### src/sv/mvc_pkg.sv
`default_nettype none
// ----------------------------------------------------------------------------
// mvc_pkg: shared types and constants of the multichannel convolution
// Command codes, configuration indexes, fixed field widths, the control word
// that steers one kernel-row cell and the result word.
// ----------------------------------------------------------------------------
package mvc_pkg;

  localparam int SAMPLE_W = 16;
  localparam int IDX_W    = 4;
  localparam int PROD_W   = 32;
  localparam int SUM_W    = 40;
  localparam int POS_W    = 6;
  localparam int CFG_W    = 7;
  localparam int CFG_IX_W = 2;
  localparam int CHAN_W   = 5;

  typedef enum logic {
    CMD_LOAD  = 1'b0,
    CMD_PIXEL = 1'b1
  } cmd_e;

  typedef enum logic [CFG_IX_W-1:0] {
    CFG_WIDTH    = 2'd0,
    CFG_HEIGHT   = 2'd1,
    CFG_CHANNELS = 2'd2
  } cfg_idx_e;

  typedef struct packed {
    logic                       shift_en;
    logic                       kload_en;
    logic [IDX_W-1:0]           kload_idx;
    logic signed [SAMPLE_W-1:0] kload_data;
  } cell_ctrl_t;

  typedef struct packed {
    logic signed [SUM_W-1:0] conv_sum;
    logic [POS_W-1:0]        row;
    logic [POS_W-1:0]        col;
    logic                    last;
  } out_word_t;

endpackage
`default_nettype wire

### src/sv/mvc_ram.sv
`default_nettype none
// ----------------------------------------------------------------------------
// mvc_ram: generic single-write, single-read RAM
// One write port and one read port, read data registered.
// ----------------------------------------------------------------------------
module mvc_ram #(
  parameter int WIDTH = 16,
  parameter int DEPTH = 64
) (
  input  wire logic                     clk_i,
  input  wire logic                     we_i,
  input  wire logic [$clog2(DEPTH)-1:0] waddr_i,
  input  wire logic [WIDTH-1:0]         wdata_i,
  input  wire logic [$clog2(DEPTH)-1:0] raddr_i,
  output      logic [WIDTH-1:0]         rdata_o
);

  logic [WIDTH-1:0] mem_q [DEPTH];
  logic [WIDTH-1:0] rdata_q;

  always_ff @(posedge clk_i) begin
    if (we_i) begin
      mem_q[waddr_i] <= wdata_i;
    end
    rdata_q <= mem_q[raddr_i];
  end

  assign rdata_o = rdata_q;

endmodule
`default_nettype wire

### src/sv/mvc_cell.sv
`default_nettype none
// ----------------------------------------------------------------------------
// mvc_cell: one kernel row of the convolution chain
// Holds one window row, one kernel row and, in every cell but the last, a
// line buffer. Multiplies the row, delays the row sum to line up with its
// neighbor and adds the partial sum handed in from the previous cell.
// ----------------------------------------------------------------------------
module mvc_cell #(
  parameter int KERNEL_SIZE = 3,
  parameter int MAX_WIDTH   = 64,
  parameter int CELL_IDX    = 0
) (
  input  wire logic                                clk_i,
  input  wire mvc_pkg::cell_ctrl_t                 ctrl_i,
  input  wire logic [$clog2(MAX_WIDTH)-1:0]        rd_addr_i,
  input  wire logic [$clog2(MAX_WIDTH)-1:0]        wr_addr_i,
  input  wire logic signed [mvc_pkg::SAMPLE_W-1:0] col_i,
  output      logic signed [mvc_pkg::SAMPLE_W-1:0] col_o,
  input  wire logic signed [mvc_pkg::SUM_W-1:0]    partial_i,
  output      logic signed [mvc_pkg::SUM_W-1:0]    partial_o
);

  localparam int K   = KERNEL_SIZE;
  localparam int KLO = CELL_IDX * KERNEL_SIZE;

  logic signed [mvc_pkg::SAMPLE_W-1:0] col;
  logic signed [mvc_pkg::SAMPLE_W-1:0] win_q  [K];
  logic signed [mvc_pkg::SAMPLE_W-1:0] kern_q [K];
  logic signed [mvc_pkg::PROD_W-1:0]   prod_q [K];
  logic signed [mvc_pkg::SUM_W-1:0]    rowsum;
  logic signed [mvc_pkg::SUM_W-1:0]    rowsum_q;
  logic signed [mvc_pkg::SUM_W-1:0]    dly_out;
  logic signed [mvc_pkg::SUM_W-1:0]    partial_q;

  generate
    if (CELL_IDX < KERNEL_SIZE - 1) begin : g_line
      logic [mvc_pkg::SAMPLE_W-1:0] rd_data;

      mvc_ram #(
        .WIDTH (mvc_pkg::SAMPLE_W),
        .DEPTH (MAX_WIDTH)
      ) u_line (
        .clk_i   (clk_i),
        .we_i    (ctrl_i.shift_en),
        .waddr_i (wr_addr_i),
        .wdata_i (col_i),
        .raddr_i (rd_addr_i),
        .rdata_o (rd_data)
      );

      assign col = rd_data;
    end else begin : g_newest
      assign col = col_i;
    end
  endgenerate

  assign col_o = col;

  always_ff @(posedge clk_i) begin
    if (ctrl_i.shift_en) begin
      for (int b = 0; b < K - 1; b++) begin
        win_q[b] <= win_q[b+1];
      end
      win_q[K-1] <= col;
    end
  end

  always_ff @(posedge clk_i) begin
    for (int b = 0; b < K; b++) begin
      if (ctrl_i.kload_en && (int'(ctrl_i.kload_idx) == KLO + b)) begin
        kern_q[b] <= ctrl_i.kload_data;
      end
    end
  end

  always_ff @(posedge clk_i) begin
    for (int b = 0; b < K; b++) begin
      prod_q[b] <= win_q[b] * kern_q[b];
    end
  end

  always_comb begin
    rowsum = '0;
    for (int b = 0; b < K; b++) begin
      rowsum = rowsum + mvc_pkg::SUM_W'(prod_q[b]);
    end
  end

  always_ff @(posedge clk_i) begin
    rowsum_q <= rowsum;
  end

  generate
    if (CELL_IDX == 0) begin : g_nodly
      assign dly_out = rowsum_q;
    end else begin : g_dly
      logic signed [mvc_pkg::SUM_W-1:0] dly_q [CELL_IDX];

      always_ff @(posedge clk_i) begin
        dly_q[0] <= rowsum_q;
        for (int i = 1; i < CELL_IDX; i++) begin
          dly_q[i] <= dly_q[i-1];
        end
      end

      assign dly_out = dly_q[CELL_IDX-1];
    end
  endgenerate

  always_ff @(posedge clk_i) begin
    partial_q <= partial_i + dly_out;
  end

  assign partial_o = partial_q;

endmodule
`default_nettype wire

### config.mk
export PLATFORM = sky130hd
export DESIGN_NAME = mvc_cell
export DESIGN_NICKNAME = d
export VERILOG_FILES = /design/src/sv/mvc_pkg.sv /design/src/sv/mvc_ram.sv /design/src/sv/mvc_cell.sv
export SDC_FILE = /design/constraint.sdc
export NUM_CORES = 2
export LEC_CHECK = 0
export ABC_AREA = 0
export BUFFER_PORTS_ARGS = -buffer_cell sky130_fd_sc_hd__clkbuf_2
export CAP_MARGIN = 20
export CORE_MARGIN = 2
export CORE_UTILIZATION = 65
export DETAILED_ROUTE_END_ITERATION = 16
export PLACE_DENSITY = 0.78
export SYNTH_ARGS = -nofsm -noshare
export SYNTH_HDL_FRONTEND = slang
export SYNTH_SLANG_ARGS = --single-unit
### constraint.sdc
create_clock -name clk_i -period 11.75 [get_ports clk_i]
set_input_delay 2.35 -clock clk_i [delete_from_list [all_inputs] [get_ports clk_i]]
set_output_delay 2.35 -clock clk_i [all_outputs]
set_load 0.02 [all_outputs]
* After elaboration in Yosys (flattened, before gate mapping)
Memories as Yosys holds them, arrays and structs flattened. A register that Yosys moved wholly into a read port is not among the register bits. Cells that the tools add are included.
Cells by class: add/subtract/negate cells 3, reductions and logical operators 6, equal/unequal tests 2, multipliers 3, mux-type cells 14
Operator list (number):
- $mul 16x16->32 | 3
- $add 40x34->40 | 1
- $add 33x32->34 | 1
- $add 32x32->33 | 1
- $mux 16 | 2
- $reduce_or 16->1 | 2
- $mux 1 | 10
- $eq 4x2->1 const B | 1
- $eq 4x3->1 const B | 1
- $logic_not 4->1 | 1
- $mux 2 | 2
- $logic_and 1x1->1 | 3
Word-level totals: bits in writable memories 1216, bits of input ports 91, memories 4, register bits after elaboration 74, word-level logic and storage cells 34, output and inout port bits 56
Memories:
- g_line.u_line.mem_q | words 64, width 16, rd ports 1, clocked after memory_dff 1, wr ports 1, line mvc_ram.sv:18 | logic [WIDTH-1:0] mem_q [DEPTH];
- prod_q | words 3, width 32, rd ports 3, clocked after memory_dff 0, wr ports 3, line mvc_cell.sv:29 | logic signed [mvc_pkg::PROD_W-1:0] prod_q [K];
- kern_q | words 3, width 16, rd ports 3, clocked after memory_dff 0, wr ports 1, line mvc_cell.sv:28 | logic signed [mvc_pkg::SAMPLE_W-1:0] kern_q [K];
- win_q | words 3, width 16, rd ports 3, clocked after memory_dff 0, wr ports 3, line mvc_cell.sv:27 | logic signed [mvc_pkg::SAMPLE_W-1:0] win_q [K];

* Depth between registers and ports, before layout
depth after elaboration 7, gate-level depth with buffers 23, gate-level depth less buffers 22

* Modules after synthesis
From an unflattened synthesis, not the netlist that was laid out.
Second synthesis, totals: cell total of the unflattened synthesis 5780, area, all modules 79482.5 µm²
By module, submodules not included:
- mvc_ram | seq. area each 31069.8 µm², cells an instance 1829, area an instance 40042.2 µm², times used 1
- mvc_cell | seq. area each 6286.0 µm², cells an instance 3951, area an instance 39440.3 µm², times used 1

* Least setup slack after synthesis
Ideal clock, no wire load.
path kind reg2reg, from mem win_q[0][47] (netlist name), to mem prod_q[0][94] (netlist name), data arrival time 6044 ps, required time 11678 ps, period minus slack after synthesis 6116 ps, path slack 5634 ps, library setup time 72 ps, cell stages (with the launch flop) 20, path buffers 1, cells stage by stage edfxtp_1 > clkbuf_1 > nand2_1 > inv_1 > fa_1 > fa_1 > fa_1 > fa_1 > fa_1 > inv_1 > fa_1 > inv_1 > ha_1 > a2111oi_0 > o21ai_0 > nand2b_1 > a31o_2 > a31o_2 > a21oi_1 > xnor2_1
RTL lines (line):
- start: declaration | mvc_cell.sv:27
- end: declaration | mvc_cell.sv:29

==> run summary <==
Yosys top cell by area: edfxtp_1
Grt ovf: 0
Worst Hold Depth: 1
I/O Buffers: 146
Post-synth top area share: 42.5%
Die area: 124,000 um^2
Vias in the first global route: 49,500
Die Y: 353 um
Max-slew violation count: 0
Share of layout cells above drive strength 1: 13.8%
Post-layout min period: 7130 ps
Worst hold endpoint: partial_o[0]
Post-CTS Hold Buffers: 0
Reg2Reg Capture Point: prod_q[0][95]
Fmax achieved: 0.140 GHz
Initial Util: 65.7%
Hold_sp: dly_out[0]
R2R Path Start: win_q[0][47]
Distinct cells, synth: 68
Reg2Reg Depth: 17
Asr flop ratio synth: 0%
RSZ-0062 raised after global routing: false
WP data arrival: 7740 ps
Layout Nets: 6,965
Tightest Pin Transition: 1030 ps
Die W: 353 um
Gates resized, CTS repair: 0
Iteration-0 DRC Markers: 5,343
Worst rel slew slack: 31.0%
TNS Setup: 0 ps
Post-CTS Setup Bufs: 0
Worst-skew pair later-pin latency: 790 ps
Routed via count: 46,300
Reg-to-reg setup timing slack: 4620 ps
Setup crit end kind: flop
CTS Root Cell: clkbuf_16
Post-Syn Instances: 5,550
Antenna Violating Nets Remaining: 0
WL/cell: 27.3 um
I/O pin total: 147
Clock transition at path regs: 70 ps
Synth top area cells: edfxtp_1, fa_1, mux4_2
Clock H-tree levels: 4
Post-synth top cells: edfxtp_1, inv_1, fa_1
Setup violations, final: 0
Drt first pass iters: 6
Synth Warn #: 0
Max-capacitance violation count: 0
Ys flop type: edfxtp_1
Residual DRC: 0
WHS: 509 ps
First-pass GRT wire length: 312 mm
Mapped Area: 79,100 um^2
Status: finished, final reports clean
Syn Nets: 6,778
Antenna violations before repair: 10
Worst Clk Skew: 55.8 ps
Final count of hold timing violations: 0
TritonCTS Sinks: 1,306
Tot GR Track Use: 34.0%
CTS tree: yes
Syn-to-layout area delta: 9.45%
Hold WC Path Type: flop to flop
Clk buf depth: 3
Syn avg cell area: 14.2 um^2
EDFF count, synth: 1,120
Routability cong.: 0.916
CP Launch Type: flop
Hpwl dp: 134 mm
Routed WL: 204 mm
Num CTS Buffers: 134
Sequential share of the synthesized area: 47.3%
Core ar.: 120,000 um^2
CP max FO: 17
#FFs+latches synth: 1,306
Count leader, synth: edfxtp_1
Core Rows: 127
Pin count of the biggest net entering global routing: 114
Period utilisation layout: 60.7%
Worst Setup Path Type: flop to flop
Worst EP required: 12,360 ps
Via density per instance: 6.21
sequential cells by signal (all words and copies together), names as in the netlist:
name	count
dly_out	34
g_line.u_line.mem_q	1024
g_line.u_line.rdata_o	16
kern_q	48
partial_o	40
prod_q	96
win_q	48
cell usage in the layout, fill, tap and decap left out, types with 64 or more instances in the layout:
cell and count:
xnor2_1 127, dfxtp_1 186, mux4_2 336, clkbuf_2 135, a21o_1 64, fa_1 820
buf_4 81, edfxtp_1 1120, o21ai_0 69, nor2_1 165, a21oi_1 127, ha_1 317
inv_1 892, nand2_1 401, and2_1 377, clkbuf_16 136
worst max-delay path by stage:
| stage | from | end | slack, ps |
|---|---|---|---|
| 3_3_place_gp | win_q[0][47] | prod_q[0][95] | 4750 |
| 4_1_cts | win_q[0][47] | prod_q[0][95] | 4680 |
| 2_1_floorplan | win_q[0][47] | prod_q[0][94] | 5630 |
| 3_5_place_dp | win_q[0][47] | prod_q[0][95] | 4720 |
| 6_report | win_q[0][47] | prod_q[0][95] | 4620 |
| 5_1_grt | win_q[0][47] | prod_q[0][95] | 3990 |
stage by stage:
stage | cells | worst slack (ps) | area (um^2) | utilization (%)
2_1_floorplan | 5550 | 5630 | 79100 | -
3_3_place_gp | 7202 | 4750 | 81700 | 68.0
3_5_place_dp | 7204 | 4720 | 81800 | 68.0
4_1_cts | 7451 | 4680 | 86300 | 71.8
5_1_grt | 7461 | 3990 | 86500 | 71.9
6_report | 7463 | 4620 | 86500 | 71.9
area by class of cell:
class / count / area (um^2)
Timing Repair Buffer: 237 / 1580
Clock inverter: 81 / 1030
Multi-Input combinational cell: 3166 / 37700
Tap cell: 1612 / 2020
Clock buffer: 166 / 3530
Sequential cell: 1306 / 37400
Fill cell: 7439 / 33800
Antenna cell: 3 / 7.51
Inverter: 892 / 3350
kinds of logic (layout without fill, tap and decap cells):
| family | Yosys count | in the layout | share of synthesized area (%) |
|---|---|---|---|
| AOI/OAI and AO/OA | 418 | 418 | 3.46 |
| xor gates and xnor gates | 166 | 166 | 1.84 |
| adders and majority gates | 1137 | 1137 | 25.8 |
| buffers and inverters | 1078 | 1376 | 5.17 |
| DFF | 1306 | 1306 | 47.3 |
| muxes | 339 | 339 | 9.61 |
| other | 0 | 3 | 0 |
| and+or+nand+nor | 1106 | 1106 | 6.88 |
per-layer routing:
layer / wire length, um / GRT usage [%] / vias to the layer above
met2: 100000 / 55.8 / 2673
met4: 13300 / 18.3 / 8
met1: 71500 / 43.2 / 23700
li1: - / - / 19300
met3: 18800 / 6.64 / 634
met5: 53 / 0 / -
worst max-delay path, cell delays in order (launching register included):
cell and delay [ps]:
edfxtp_1 810, nand2_1 210, inv_1 170, fa_1 560
fa_1 930, fa_1 530, fa_1 510, fa_1 490
inv_1 50, fa_1 490, inv_1 50, ha_1 340
a2111oi_0 540, o21ai_0 290, o311ai_0 500, a21oi_1 200
nor4_1 220, a311oi_1 80
Power is not shown: default switching activity piles up to over one toggle a cycle in this logic, so the estimate is an artifact.
