<file path="src/sv/mvc_ram.sv">
`default_nettype none
// ----------------------------------------------------------------------------
// mvc_ram: generic single-write, single-read RAM
// One write port and one read port, read data registered.
// ----------------------------------------------------------------------------
module mvc_ram #(
  parameter int WIDTH = 16,
  parameter int DEPTH = 64
) (
  input  wire logic                     clk_i,
  input  wire logic                     we_i,
  input  wire logic [$clog2(DEPTH)-1:0] waddr_i,
  input  wire logic [WIDTH-1:0]         wdata_i,
  input  wire logic [$clog2(DEPTH)-1:0] raddr_i,
  output      logic [WIDTH-1:0]         rdata_o
);

  logic [WIDTH-1:0] mem_q [DEPTH];
  logic [WIDTH-1:0] rdata_q;

  always_ff @(posedge clk_i) begin
    if (we_i) begin
      mem_q[waddr_i] <= wdata_i;
    end
    rdata_q <= mem_q[raddr_i];
  end

  assign rdata_o = rdata_q;

endmodule
`default_nettype wire

</file>
<file path="config.mk">
export PLATFORM = sky130hd
export DESIGN_NAME = mvc_ram
export DESIGN_NICKNAME = d
export VERILOG_FILES = /design/src/sv/mvc_ram.sv
export SDC_FILE = /design/constraint.sdc
export NUM_CORES = 1
export LEC_CHECK = 0
export ABC_AREA = 0
export ABC_CLOCK_PERIOD_IN_PS = 3300
export BUFFER_PORTS_ARGS = -buffer_cell sky130_fd_sc_hd__buf_2
export CORE_UTILIZATION = 56
export CTS_BUF_LIST = sky130_fd_sc_hd__clkbuf_4 sky130_fd_sc_hd__clkbuf_8
export DETAILED_ROUTE_END_ITERATION = 8
export PLACE_DENSITY = 0.72
export SLEW_MARGIN = 20
export SYNTH_ARGS = -nofsm -noshare
export SYNTH_HDL_FRONTEND = slang
export SYNTH_SLANG_ARGS = --single-unit
</file>
<file path="constraint.sdc">
create_clock -name clk_i -period 3.3 [get_ports clk_i]
set_clock_uncertainty 0.2 [all_clocks]
set_input_delay 0.33 -clock clk_i [delete_from_list [all_inputs] [get_ports clk_i]]
set_output_delay 0.33 -clock clk_i [all_outputs]
set_load 0.02 [all_outputs]
</file>
### Word level (Yosys, flattened, before mapping)

Memories as Yosys holds them, arrays and structs flattened. A register that Yosys moved wholly into a read port is not among the register bits.
Cells that the tools add are included.

* register bits: 0
* bits in writable memories: 1024
* input bits: 30
* word-level logic and storage cells: 3
* memories kept: 1

* muxes and demuxes: 2

Memory list
* mem_q: depth 64, bits a word 16, read ports 1, clocked after Yosys merged registers in 1, write ports 1, RTL line 18 `logic [WIDTH-1:0] mem_q [DEPTH];`

Operator list (number)
* 1-bit two-way mux: 2

### Depth between registers and ports, before layout

Gate-level depths: netlist of run 1.

* depth in word-level cells: 2
* mapped depth: 10

### Worst setup path after synthesis of run 1

Ideal clock, no wire load.

* kind: input -> register
* from: input waddr_i[3]
* to: memory mem_q[48][0] (enable)
* library setup time: 0.409 ns
* arrival: 1.956 ns
* path slack: 0.735 ns
* stages: 4
* cell sequence: clkbuf_1 -> nor2b_1 -> nand4b_1 -> nor3_1

RTL lines
* start: declaration: RTL line 12 `input wire logic [$clog2(DEPTH)-1:0] waddr_i,`
* end: declaration: RTL line 18

No word-level cell before the write port.

==> results of run 1 <==
[placed cells by master (no fill, tap or decap), types with 6 or more instances in the layout]
cell type                       instances
sky130_fd_sc_hd__a221o_1                6
sky130_fd_sc_hd__nand2_1               59
sky130_fd_sc_hd__a22oi_1               39
sky130_fd_sc_hd__clkbuf_8             169
sky130_fd_sc_hd__dlygate4sd3_1         17
sky130_fd_sc_hd__nand3_1               24
sky130_fd_sc_hd__buf_2                 39
sky130_fd_sc_hd__mux2i_1               85
sky130_fd_sc_hd__nand4_1               12
sky130_fd_sc_hd__a211o_1                8
sky130_fd_sc_hd__a31oi_1                8
sky130_fd_sc_hd__dfxtp_1               16
sky130_fd_sc_hd__clkbuf_4              53
sky130_fd_sc_hd__a221oi_1              16
sky130_fd_sc_hd__diode_2                6
sky130_fd_sc_hd__nor2b_1               30
sky130_fd_sc_hd__mux2_2                27
sky130_fd_sc_hd__nor2_1                72
sky130_fd_sc_hd__mux4_2               220
sky130_fd_sc_hd__a22o_1                 6
sky130_fd_sc_hd__buf_4                151
sky130_fd_sc_hd__a211oi_1               8
sky130_fd_sc_hd__inv_6                  6
sky130_fd_sc_hd__a311oi_1               8
sky130_fd_sc_hd__buf_12                19
sky130_fd_sc_hd__clkinv_2              10
sky130_fd_sc_hd__clkinv_1              43
sky130_fd_sc_hd__a21oi_1               17
sky130_fd_sc_hd__edfxtp_1            1024
[power by group through the flow]
stage          sequential, W  clock, W  combinational [W]
3_3_place_gp          0.0149         0            0.00141
2_1_floorplan         0.0150         0           0.000757
5_1_grt               0.0147    0.0108            0.00152
4_1_cts               0.0147    0.0103            0.00145
3_5_place_dp          0.0149         0            0.00143
6_report              0.0147    0.0101            0.00145
[sequential cells by signal, summed over array words and instances (netlist names)]
name	flops
mem_q	1024
rdata_o	16
[final cells by class]
type	count	area, µm²
Fill cell	4652	24900
Antenna cell	6	15.0
Tap cell	940	1180
Timing Repair Buffer	229	1920
Clock buffer	221	2710
Multi-Input combinational cell	685	8250
Clock inverter	64	307
Sequential cell	1040	31100
[kinds of logic after synthesis]
logic type,Yosys count,synth area share (%)
compound gates,129,2.41
buf+inv,104,1.83
mux,336,15.5
simple gates,220,2.65
flops,1040,77.6
[layer usage]
metal / up-vias / GRT usage (%) / part of all wire [%]
li1: 8294 / - / -
met1: 10400 / 36.0 / 39
met2: 1073 / 41.3 / 49
met3: 218 / 5.61 / 8.9
met4: 2 / 9.91 / 3.4
met5: - / 0 / 0.013
[metrics by stage]
| step | std cells | hold slack (ns) |
|---|---|---|
| 2_1_floorplan | 1829 | 0.229 |
| 3_3_place_gp | 2877 | 0.559 |
| 3_5_place_dp | 2877 | 0.561 |
| 4_1_cts | 3176 | 0.00398 |
| 5_1_grt | 3180 | 0.0522 |
| 6_report | 3185 | 0.0580 |
[critical path, cell delays in order (launching register included)]
cell and delay [ns]:
sky130_fd_sc_hd__edfxtp_1 0.38, sky130_fd_sc_hd__mux4_2 0.48, sky130_fd_sc_hd__mux2i_1 0.26, sky130_fd_sc_hd__a22oi_1 0.24, sky130_fd_sc_hd__a31oi_1 0.60, sky130_fd_sc_hd__a311oi_1 0.10
[final timing paths]
path                      start           end  slack, ns  cells past startpoint
setup / recovery   mem_q[0][13]   rdata_o[13]       0.89                      5
hold / removal      wdata_i[12]  mem_q[9][12]       0.06                      1
setup reg to reg   mem_q[0][13]   rdata_o[13]       0.89                      5
hold reg to reg   mem_q[62][10]   rdata_o[10]       0.65                      5
[repair_timing]
| action | 4_1_cts | 5_1_grt |
|---|---|---|
| setup endpoints to repair | 0 | 0 |
| endpoints found under the hold margin | 505 | 192 |
| hold buffers | 14 | 3 |
==> run summary, run 1 <==
## Synthesis
* **cell count after synthesis** 1829
* **sequential area share after synthesis** 77.6%
* **Post-Synthesis Mean Instance Area** 21.9 µm²
* **biggest area consumer among synthesized cells** sky130_fd_sc_hd__edfxtp_1
* **cell area after technology mapping** 40000 µm²
* **async set-reset flop share out of synthesis** 0%
* **cells taking the most area after synthesis** sky130_fd_sc_hd__edfxtp_1 77%, sky130_fd_sc_hd__mux4_2 12%, sky130_fd_sc_hd__mux2i_1 2.1%
* **Yosys warnings** 0
* **post-synthesis cell type count** 43
* **ys flop type** sky130_fd_sc_hd__edfxtp_1
* **cell with the most instances after synthesis** sky130_fd_sc_hd__edfxtp_1
* **number of enable-type register cells in the synthesized netlist** 1024
* **flip-flop and latch count after synthesis** 1040
* **number of nets produced by synthesis** 1859
* **top cell type's share of synthesized area** 76.8%
* **Commonest cells post-synth** 1024 x sky130_fd_sc_hd__edfxtp_1, 220 x sky130_fd_sc_hd__mux4_2, 85 x sky130_fd_sc_hd__mux2i_1, 72 x sky130_fd_sc_hd__nor2_1, 59 x sky130_fd_sc_hd__nand2_1

## CTS
* **root cell of the clock tree** sky130_fd_sc_hd__clkbuf_8
* **Num Clock Sinks** 1040
* **quantity of gates resized following cts** 0
* **CTS H-tree depth** 4
* **CTS tree** built
* **latest clock arrival within the worst-skew pair** 0.80 ns
* **clock tree buffer depth** 3
* **setup bufs post-CTS** 0
* **Clock transition at path regs** 0.06 ns
* **number of buffers created by CTS** 160

## Setup path
* **endpoint class of the critical path** flip-flop
* **maximum fanout count along the critical path** 1
* **kind of critical path** flip-flop to flip-flop
* **arrival time reported for the critical path endpoint** 2.85 ns
* **required time at the endpoint of the critical path** 3.74 ns
* **startpoint types** flip-flop

## STA
* **setup total negative slack** 0 ns
* **Tmin final** 2.41 ns
* **setup repair after global routing missed its margin** no
* **final hold violations** 0
* **Max Transition Viols Final** 0
* **fmax** 415 MHz
* **worst setup margin** 0.892 ns
* **post-route fraction of the period consumed by the critical path** 73.0%
* **measured slew at the worst slew-check pin** 0.952 ns
* **count of endpoints failing setup in the final report** 0
* **relative slew slack** 36.6%

## Hold path
* **hold crit path type** input port to flip-flop

## Place
* **Area after DPL** 42200 µm²
* **number of port buffers** 45
* **post-placement worst setup slack** 0.358 ns
* **post-DP HPWL** 56.3 mm
* **weighted congestion reported at the end of routability-driven placement** 0.880

## Power
* **Reg power frac** 55.9%
* **power density over the cells** 578 nW/µm²
* **switching power as a share of total power** 21.9%
* **P_sw** 0.00576 W
* **Tot Pwr** 0.0263 W
* **Leak Pwr** 14.7 nW
* **share of power burned in the clock network** 38.6%
* **combinational group share of total power** 5.5%
* **largest vdd supply drop** 414 µV
* **Cell Int Power** 0.0205 W

## Drt
* **average via count per standard cell** 6.27
* **count of unresolved DRC violations after routing** 0
* **DR vias** 20000
* **length of the first detailed-routing pass in iterations** 6
* **number of design-rule violations left by the first detailed-router iteration** 2394
* **Post-DRT Antenna Nets** 0
* **Routed Wire Length** 92.8 mm
* **Routed wire per std cell** 29.1 µm

## Finish
* **net count reported at finish** 2146
* **share of layout cells above drive strength 1** 31.7%
* **final design area excluding fillers** 45400 µm²
* **area growth from synthesis to final layout** 13.5%
* **final core area utilization** 64.6%

## Global route
* **number of global-route vias before repair** 20100
* **number of antenna violations at the first check in global routing** 8
* **gr ovfl total** 0
* **total routing usage reported by global routing** 26.1%
* **global-route wire length before repair** 135 mm
* **largest net degree at the start of global routing** 65

## Floorplan
* **Die Y** 269 µm
* **number of standard-cell rows in the floorplan** 97
* **core area** 70400 µm²
* **Die X-Extent** 269 µm
* **boundary pin count** 46
* **floorplan die area** 72600 µm²
* **starting density of the core** 56.9%

## Run status
* **result of the run** complete, no violations

## Job
* **count of max-cap constraint violations** 0

(Power assumes the default switching activity.)
==> run 2: changes to the inputs <==
--- a/config.mk
+++ b/config.mk
@@ -6,7 +6,7 @@
 export NUM_CORES = 1
 export LEC_CHECK = 0
 export ABC_AREA = 0
-export ABC_CLOCK_PERIOD_IN_PS = 3300
+export ABC_CLOCK_PERIOD_IN_PS = 2320
 export BUFFER_PORTS_ARGS = -buffer_cell sky130_fd_sc_hd__buf_2
 export CORE_UTILIZATION = 56
 export CTS_BUF_LIST = sky130_fd_sc_hd__clkbuf_4 sky130_fd_sc_hd__clkbuf_8
==> constraint.sdc (replaced) <==
create_clock -name clk_i -period 2.32 [get_ports clk_i]
set_clock_uncertainty 0.2 [all_clocks]
set_input_delay 0.232 -clock clk_i [delete_from_list [all_inputs] [get_ports clk_i]]
set_output_delay 0.232 -clock clk_i [all_outputs]
set_load 0.02 [all_outputs]
==> run summary, run 2 (synthesis results as in run 1) <==
## Global route
* **met3 capacity usage during global routing** 4.85%
* **number of antenna violations at the first check in global routing** 5
* **global-route wire length before repair** 136 mm
* **met2 demand-to-capacity share in global routing** 41.6%
* **met1 track utilization from global routing** 35.8%
* **total routing usage reported by global routing** 26.0%
* **number of global-route vias before repair** 20700
* **gr ovfl total** 0
* **largest net degree at the start of global routing** 65
* **most congested layer reported by global routing** met2

## STA
* **measured slew at the worst slew-check pin** 0.811 ns
* **count of endpoints failing setup in the final report** 0
* **final hold violations** 0
* **Max Transition Viols Final** 0
* **relative slew slack** 45.9%
* **setup repair after global routing missed its margin** no
* **fmax** 436 MHz
* **post-route fraction of the period consumed by the critical path** 98.9%
* **Tmin final** 2.29 ns
* **worst hold-check slack** 0.0631 ns

## Place
* **total placed cells including tap cells** 2966
* **post-DP HPWL** 58.2 mm
* **number of port buffers** 45
* **weighted congestion reported at the end of routability-driven placement** 0.865
* **Area after DPL** 43600 µm²

## Power
* **switching power as a share of total power** 21.4%
* **P_sw** 0.00814 W
* **Cell Int Power** 0.0298 W
* **Reg power frac** 55.0%
* **largest vdd supply drop** 668 µV
* **combinational group share of total power** 5.9%
* **Leak Pwr** 15.4 nW
* **share of power burned in the clock network** 39.1%
* **Tot Pwr** 0.0380 W
* **power density over the cells** 808 nW/µm²

## Floorplan
* **number of standard-cell rows in the floorplan** 97
* **boundary pin count** 46
* **core area** 70400 µm²
* **Die X-Extent** 269 µm
* **floorplan die area** 72600 µm²
* **starting density of the core** 56.9%
* **Die Y** 269 µm

## CTS
* **latest clock arrival within the worst-skew pair** 0.80 ns
* **clock tree buffer depth** 3
* **CTS H-tree depth** 4
* **number of buffers created by CTS** 160
* **Clock transition at path regs** 0.06 ns
* **Num Clock Sinks** 1040
* **CTS tree** built
* **root cell of the clock tree** sky130_fd_sc_hd__clkbuf_8

## Setup path
* **required time at the endpoint of the critical path** 2.76 ns
* **Reg-to-Reg Start** mem_q[21][0]
* **kind of critical path** input port to flip-flop
* **maximum fanout count along the critical path** 12
* **start point of the critical path** raddr_i[4]
* **arrival time reported for the critical path endpoint** 2.73 ns
* **startpoint types** input port
* **endpoint class of the critical path** flip-flop

## Run status
* **result of the run** complete, no violations

## Finish
* **area growth from synthesis to final layout** 17.3%
* **commonest cells after routing, fill and taps aside** 1024 x sky130_fd_sc_hd__edfxtp_1, 220 x sky130_fd_sc_hd__mux4_2, 183 x sky130_fd_sc_hd__buf_4
* **final design area excluding fillers** 47000 µm²
* **final non-filler cell total** 3275
* **net count reported at finish** 2243
* **most common cell after layout, fill and taps aside** sky130_fd_sc_hd__edfxtp_1
* **max reg flops** 1024
* **register with the most flip-flops** mem_q
* **final core area utilization** 66.7%
* **share of layout cells above drive strength 1** 34.9%

## Job
* **count of max-cap constraint violations** 0

## Drt
* **count of unresolved DRC violations after routing** 0
* **Routed wire per std cell** 28.1 µm
* **DR vias** 20200
* **average via count per standard cell** 6.17
* **Routed Wire Length** 92.0 mm
* **length of the first detailed-routing pass in iterations** 6
* **Post-DRT Antenna Nets** 0
* **number of design-rule violations left by the first detailed-router iteration** 2240

## Hold path
* **hold crit path type** input port to flip-flop
* **startpoint of the tightest hold check path** raddr_i[2]

[run 2: changes by cell type in the layout (fill, tap and decap cells not counted), sizes merged]
cell	change
clkbuf	+3
diode	-2
inv	-2
clkinvlp	+2
dlygate4sd3	+8
clkinv	-13
buf	+89
bufinv	+5
[run 2: path summary, 6_finish.rpt]
check / end / slack, ns / cells after the start
worst max-delay path: rdata_o[3] / 0.03 / 7
worst min-delay path: rdata_o[7] / 0.06 / 5
worst max register to register: rdata_o[0] / 0.06 / 6
worst min register to register: rdata_o[5] / 0.67 / 4
[run 2: metrics by stage]
stage	setup TNS, ns	setup slack (ns)
finish	0	0.0267
global route	0	0.0497
CTS	0	0.0145
detailed placement	-3.42	-0.310
global placement	-3.28	-0.333
floorplan	-8.49	-0.0698
[run 2: layer usage]
| metal | routed length, µm | vias to the layer above |
|---|---|---|
| met2 | 45500 | 1024 |
| met4 | 3050 | 2 |
| met5 | 17 | - |
| met3 | 7500 | 162 |
| met1 | 35900 | 10500 |
| li1 | - | 8470 |
[run 2: critical path, cell delays in order]
cell                            delay (ns)
sky130_fd_sc_hd__dlygate4sd3_1        0.52
sky130_fd_sc_hd__buf_2                0.34
sky130_fd_sc_hd__nor2b_1              0.69
sky130_fd_sc_hd__a22oi_1              0.34
sky130_fd_sc_hd__a31oi_1              0.36
sky130_fd_sc_hd__buf_4                0.19
sky130_fd_sc_hd__a311oi_1             0.05
[run 2: cell type report]
| type | instances | area, µm² |
|---|---|---|
| clock inverter | 56 | 423 |
| clock buffer | 224 | 2700 |
| antenna | 4 | 10.0 |
| sequential | 1040 | 31100 |
| fill | 4442 | 23400 |
| timing repair buffer | 326 | 3340 |
| multi-input combinational | 685 | 8250 |
| tap | 940 | 1180 |
[run 2: repair_timing]
action                                   CTS  global route
hold buffers                              25             0
buffers inserted                           0             0
endpoints found under the hold margin   1262             0
endpoints found under the setup margin     0             1
resized for setup                          0             1
[run 2: power groups by stage]
stage               clock network [W]  logic [W]  registers (W)
floorplan                           0    0.00108         0.0213
global placement                    0    0.00216         0.0213
detailed placement                  0    0.00220         0.0213
CTS                            0.0151    0.00224         0.0209
global route                   0.0159    0.00235         0.0209
finish                         0.0149    0.00223         0.0209
==> run 3: changes to the inputs <==
--- a/config.mk
+++ b/config.mk
@@ -6,7 +6,7 @@
 export NUM_CORES = 1
 export LEC_CHECK = 0
 export ABC_AREA = 0
-export ABC_CLOCK_PERIOD_IN_PS = 2320
+export ABC_CLOCK_PERIOD_IN_PS = 2700
 export BUFFER_PORTS_ARGS = -buffer_cell sky130_fd_sc_hd__buf_2
 export CORE_UTILIZATION = 56
 export CTS_BUF_LIST = sky130_fd_sc_hd__clkbuf_4 sky130_fd_sc_hd__clkbuf_8
==> constraint.sdc (replaced) <==
create_clock -name clk_i -period 2.7 [get_ports clk_i]
set_clock_uncertainty 0.2 [all_clocks]
set_input_delay 0.27 -clock clk_i [delete_from_list [all_inputs] [get_ports clk_i]]
set_output_delay 0.27 -clock clk_i [all_outputs]
set_load 0.02 [all_outputs]
==> run summary, run 3 (synthesis results as in run 1) <==
## Run status
* **result of the run** complete, no violations

## CTS
* **CTS tree** built
* **Clock transition at path regs** 0.07 ns
* **quantity of gates resized following cts** 0
* **clock tree buffer depth** 3
* **root cell of the clock tree** sky130_fd_sc_hd__clkbuf_8
* **CTS H-tree depth** 4
* **post-cts hold buffer count** 22
* **Num Clock Sinks** 1040
* **latest clock arrival within the worst-skew pair** 0.81 ns
* **number of buffers created by CTS** 159
* **setup bufs post-CTS** 0

## Finish
* **most common cell after layout, fill and taps aside** sky130_fd_sc_hd__edfxtp_1
* **final design area excluding fillers** 45900 µm²
* **net count reported at finish** 2187
* **commonest cells after routing, fill and taps aside** 1024 x sky130_fd_sc_hd__edfxtp_1, 220 x sky130_fd_sc_hd__mux4_2, 178 x sky130_fd_sc_hd__buf_4
* **share of layout cells above drive strength 1** 33.4%
* **area growth from synthesis to final layout** 14.7%
* **max reg flops** 1024
* **register with the most flip-flops** mem_q

## STA
* **worst hold-check slack** 0.0539 ns
* **Max Transition Viols Final** 0
* **setup repair after global routing missed its margin** no
* **fmax** 398 MHz
* **measured slew at the worst slew-check pin** 1.02 ns
* **count of endpoints failing setup in the final report** 0
* **setup total negative slack** 0 ns
* **final hold violations** 0
* **worst setup margin** 0.189 ns
* **relative slew slack** 32.3%
* **Tmin final** 2.51 ns
* **post-route fraction of the period consumed by the critical path** 93.0%

## Drt
* **Routed wire per std cell** 28.5 µm
* **DR vias** 19900
* **Post-DRT Antenna Nets** 0
* **length of the first detailed-routing pass in iterations** 5
* **count of unresolved DRC violations after routing** 0
* **number of design-rule violations left by the first detailed-router iteration** 2231
* **Routed Wire Length** 91.9 mm
* **average via count per standard cell** 6.19

## Hold path
* **number of instances on the worst hold path** 4
* **startpoint of the tightest hold check path** raddr_i[1]
* **hold crit path type** input port to flip-flop

## Place
* **post-placement worst setup slack** -0.167 ns
* **Area after DPL** 42600 µm²
* **post-DP HPWL** 57.3 mm
* **weighted congestion reported at the end of routability-driven placement** 0.845
* **number of port buffers** 45

## Power
* **Leak Pwr** 15.0 nW
* **Tot Pwr** 0.0323 W
* **power density over the cells** 704 nW/µm²
* **largest vdd supply drop** 611 µV

## Setup path
* **Critical Path Max Stage Delay** 0.57 ns
* **maximum fanout count along the critical path** 23
* **startpoint types** input port
* **family with the most delay on the worst path** buffers and inverters
* **Reg-to-Reg Start** mem_q[31][0]
* **required time at the endpoint of the critical path** 3.17 ns
* **arrival time reported for the critical path endpoint** 2.99 ns
* **endpoint class of the critical path** flip-flop
* **cells on worst reg2reg path** 7
* **crit path max-delay cell type** sky130_fd_sc_hd__nor2b_1
* **start point of the critical path** raddr_i[4]
* **WP buf/inv** 3
* **kind of critical path** input port to flip-flop
* **total stage count of the critical path** 7
* **critical path cell sequence** dlygate4sd3_1 > buf_2 > nor2b_1 > a22oi_1 > a31oi_1 > buf_4 > a311oi_1

## Floorplan
* **core area** 70400 µm²
* **boundary pin count** 46
* **number of standard-cell rows in the floorplan** 97
* **starting density of the core** 56.9%
* **floorplan die area** 72600 µm²
* **Die Y** 269 µm
* **Die X-Extent** 269 µm

## Global route
* **number of antenna violations at the first check in global routing** 7
* **gr ovfl total** 0
* **largest net degree at the start of global routing** 65
* **global-route wire length before repair** 135 mm
* **total routing usage reported by global routing** 25.9%
* **number of global-route vias before repair** 20400

## Job
* **count of max-cap constraint violations** 0

## run 3: changes by cell type in the layout (fill, tap and decap cells not counted), sizes merged
cell | previous run | this run
clkinvlp | 5 | 4
dlygate4sd3 | 25 | 22
clkinv | 41 | 48
diode | 4 | 5
buf | 300 | 248
bufinv | 5 | 2
## run 3: routing by layer
metal	GRT usage (%)	vias up	wire, µm
li1	-	8356	-
met1	35.9	10400	35800
met2	41.9	1025	45500
met3	4.50	159	7590
met4	9.64	4	2920
met5	0	-	30
## run 3: stage by stage
stage          util (%)  std cells
2_1_floorplan         -       1829
3_3_place_gp       60.5       2914
3_5_place_dp       60.5       2914
4_1_cts            65.2       3219
5_1_grt            65.2       3221
6_report           65.2       3224
## run 3: power breakdown
group | switching, W | total, W | internal (W)
combinational | 0.00110 | 0.00183 | 0.000730
sequential | 0.0000594 | 0.0179 | 0.0179
clock | 0.00583 | 0.0125 | 0.00671
total | 0.00699 | 0.0323 | 0.0253
## run 3: path summary, 6_finish.rpt
kind	slack (ns)	end
setup / recovery	0.19	rdata_o[0]
hold / removal	0.05	rdata_o[11]
setup reg to reg	0.38	rdata_o[0]
hold reg to reg	0.68	rdata_o[12]
## run 3: final cells by class
cell class,count,area [µm²]
multi-input cells,685,8250
diodes,5,12.5
clock inverters,59,354
flip-flops and latches,1040,31100
well taps,940,1180
repair buffers,271,2330
fillers,4539,24500
clock buffers,224,2730
## run 3: worst min-delay path: stages
cell and delay [ns]:
sky130_fd_sc_hd__buf_6 0.19, sky130_fd_sc_hd__mux2_2 0.26, sky130_fd_sc_hd__a221oi_1 0.08, sky130_fd_sc_hd__a311oi_1 0.19
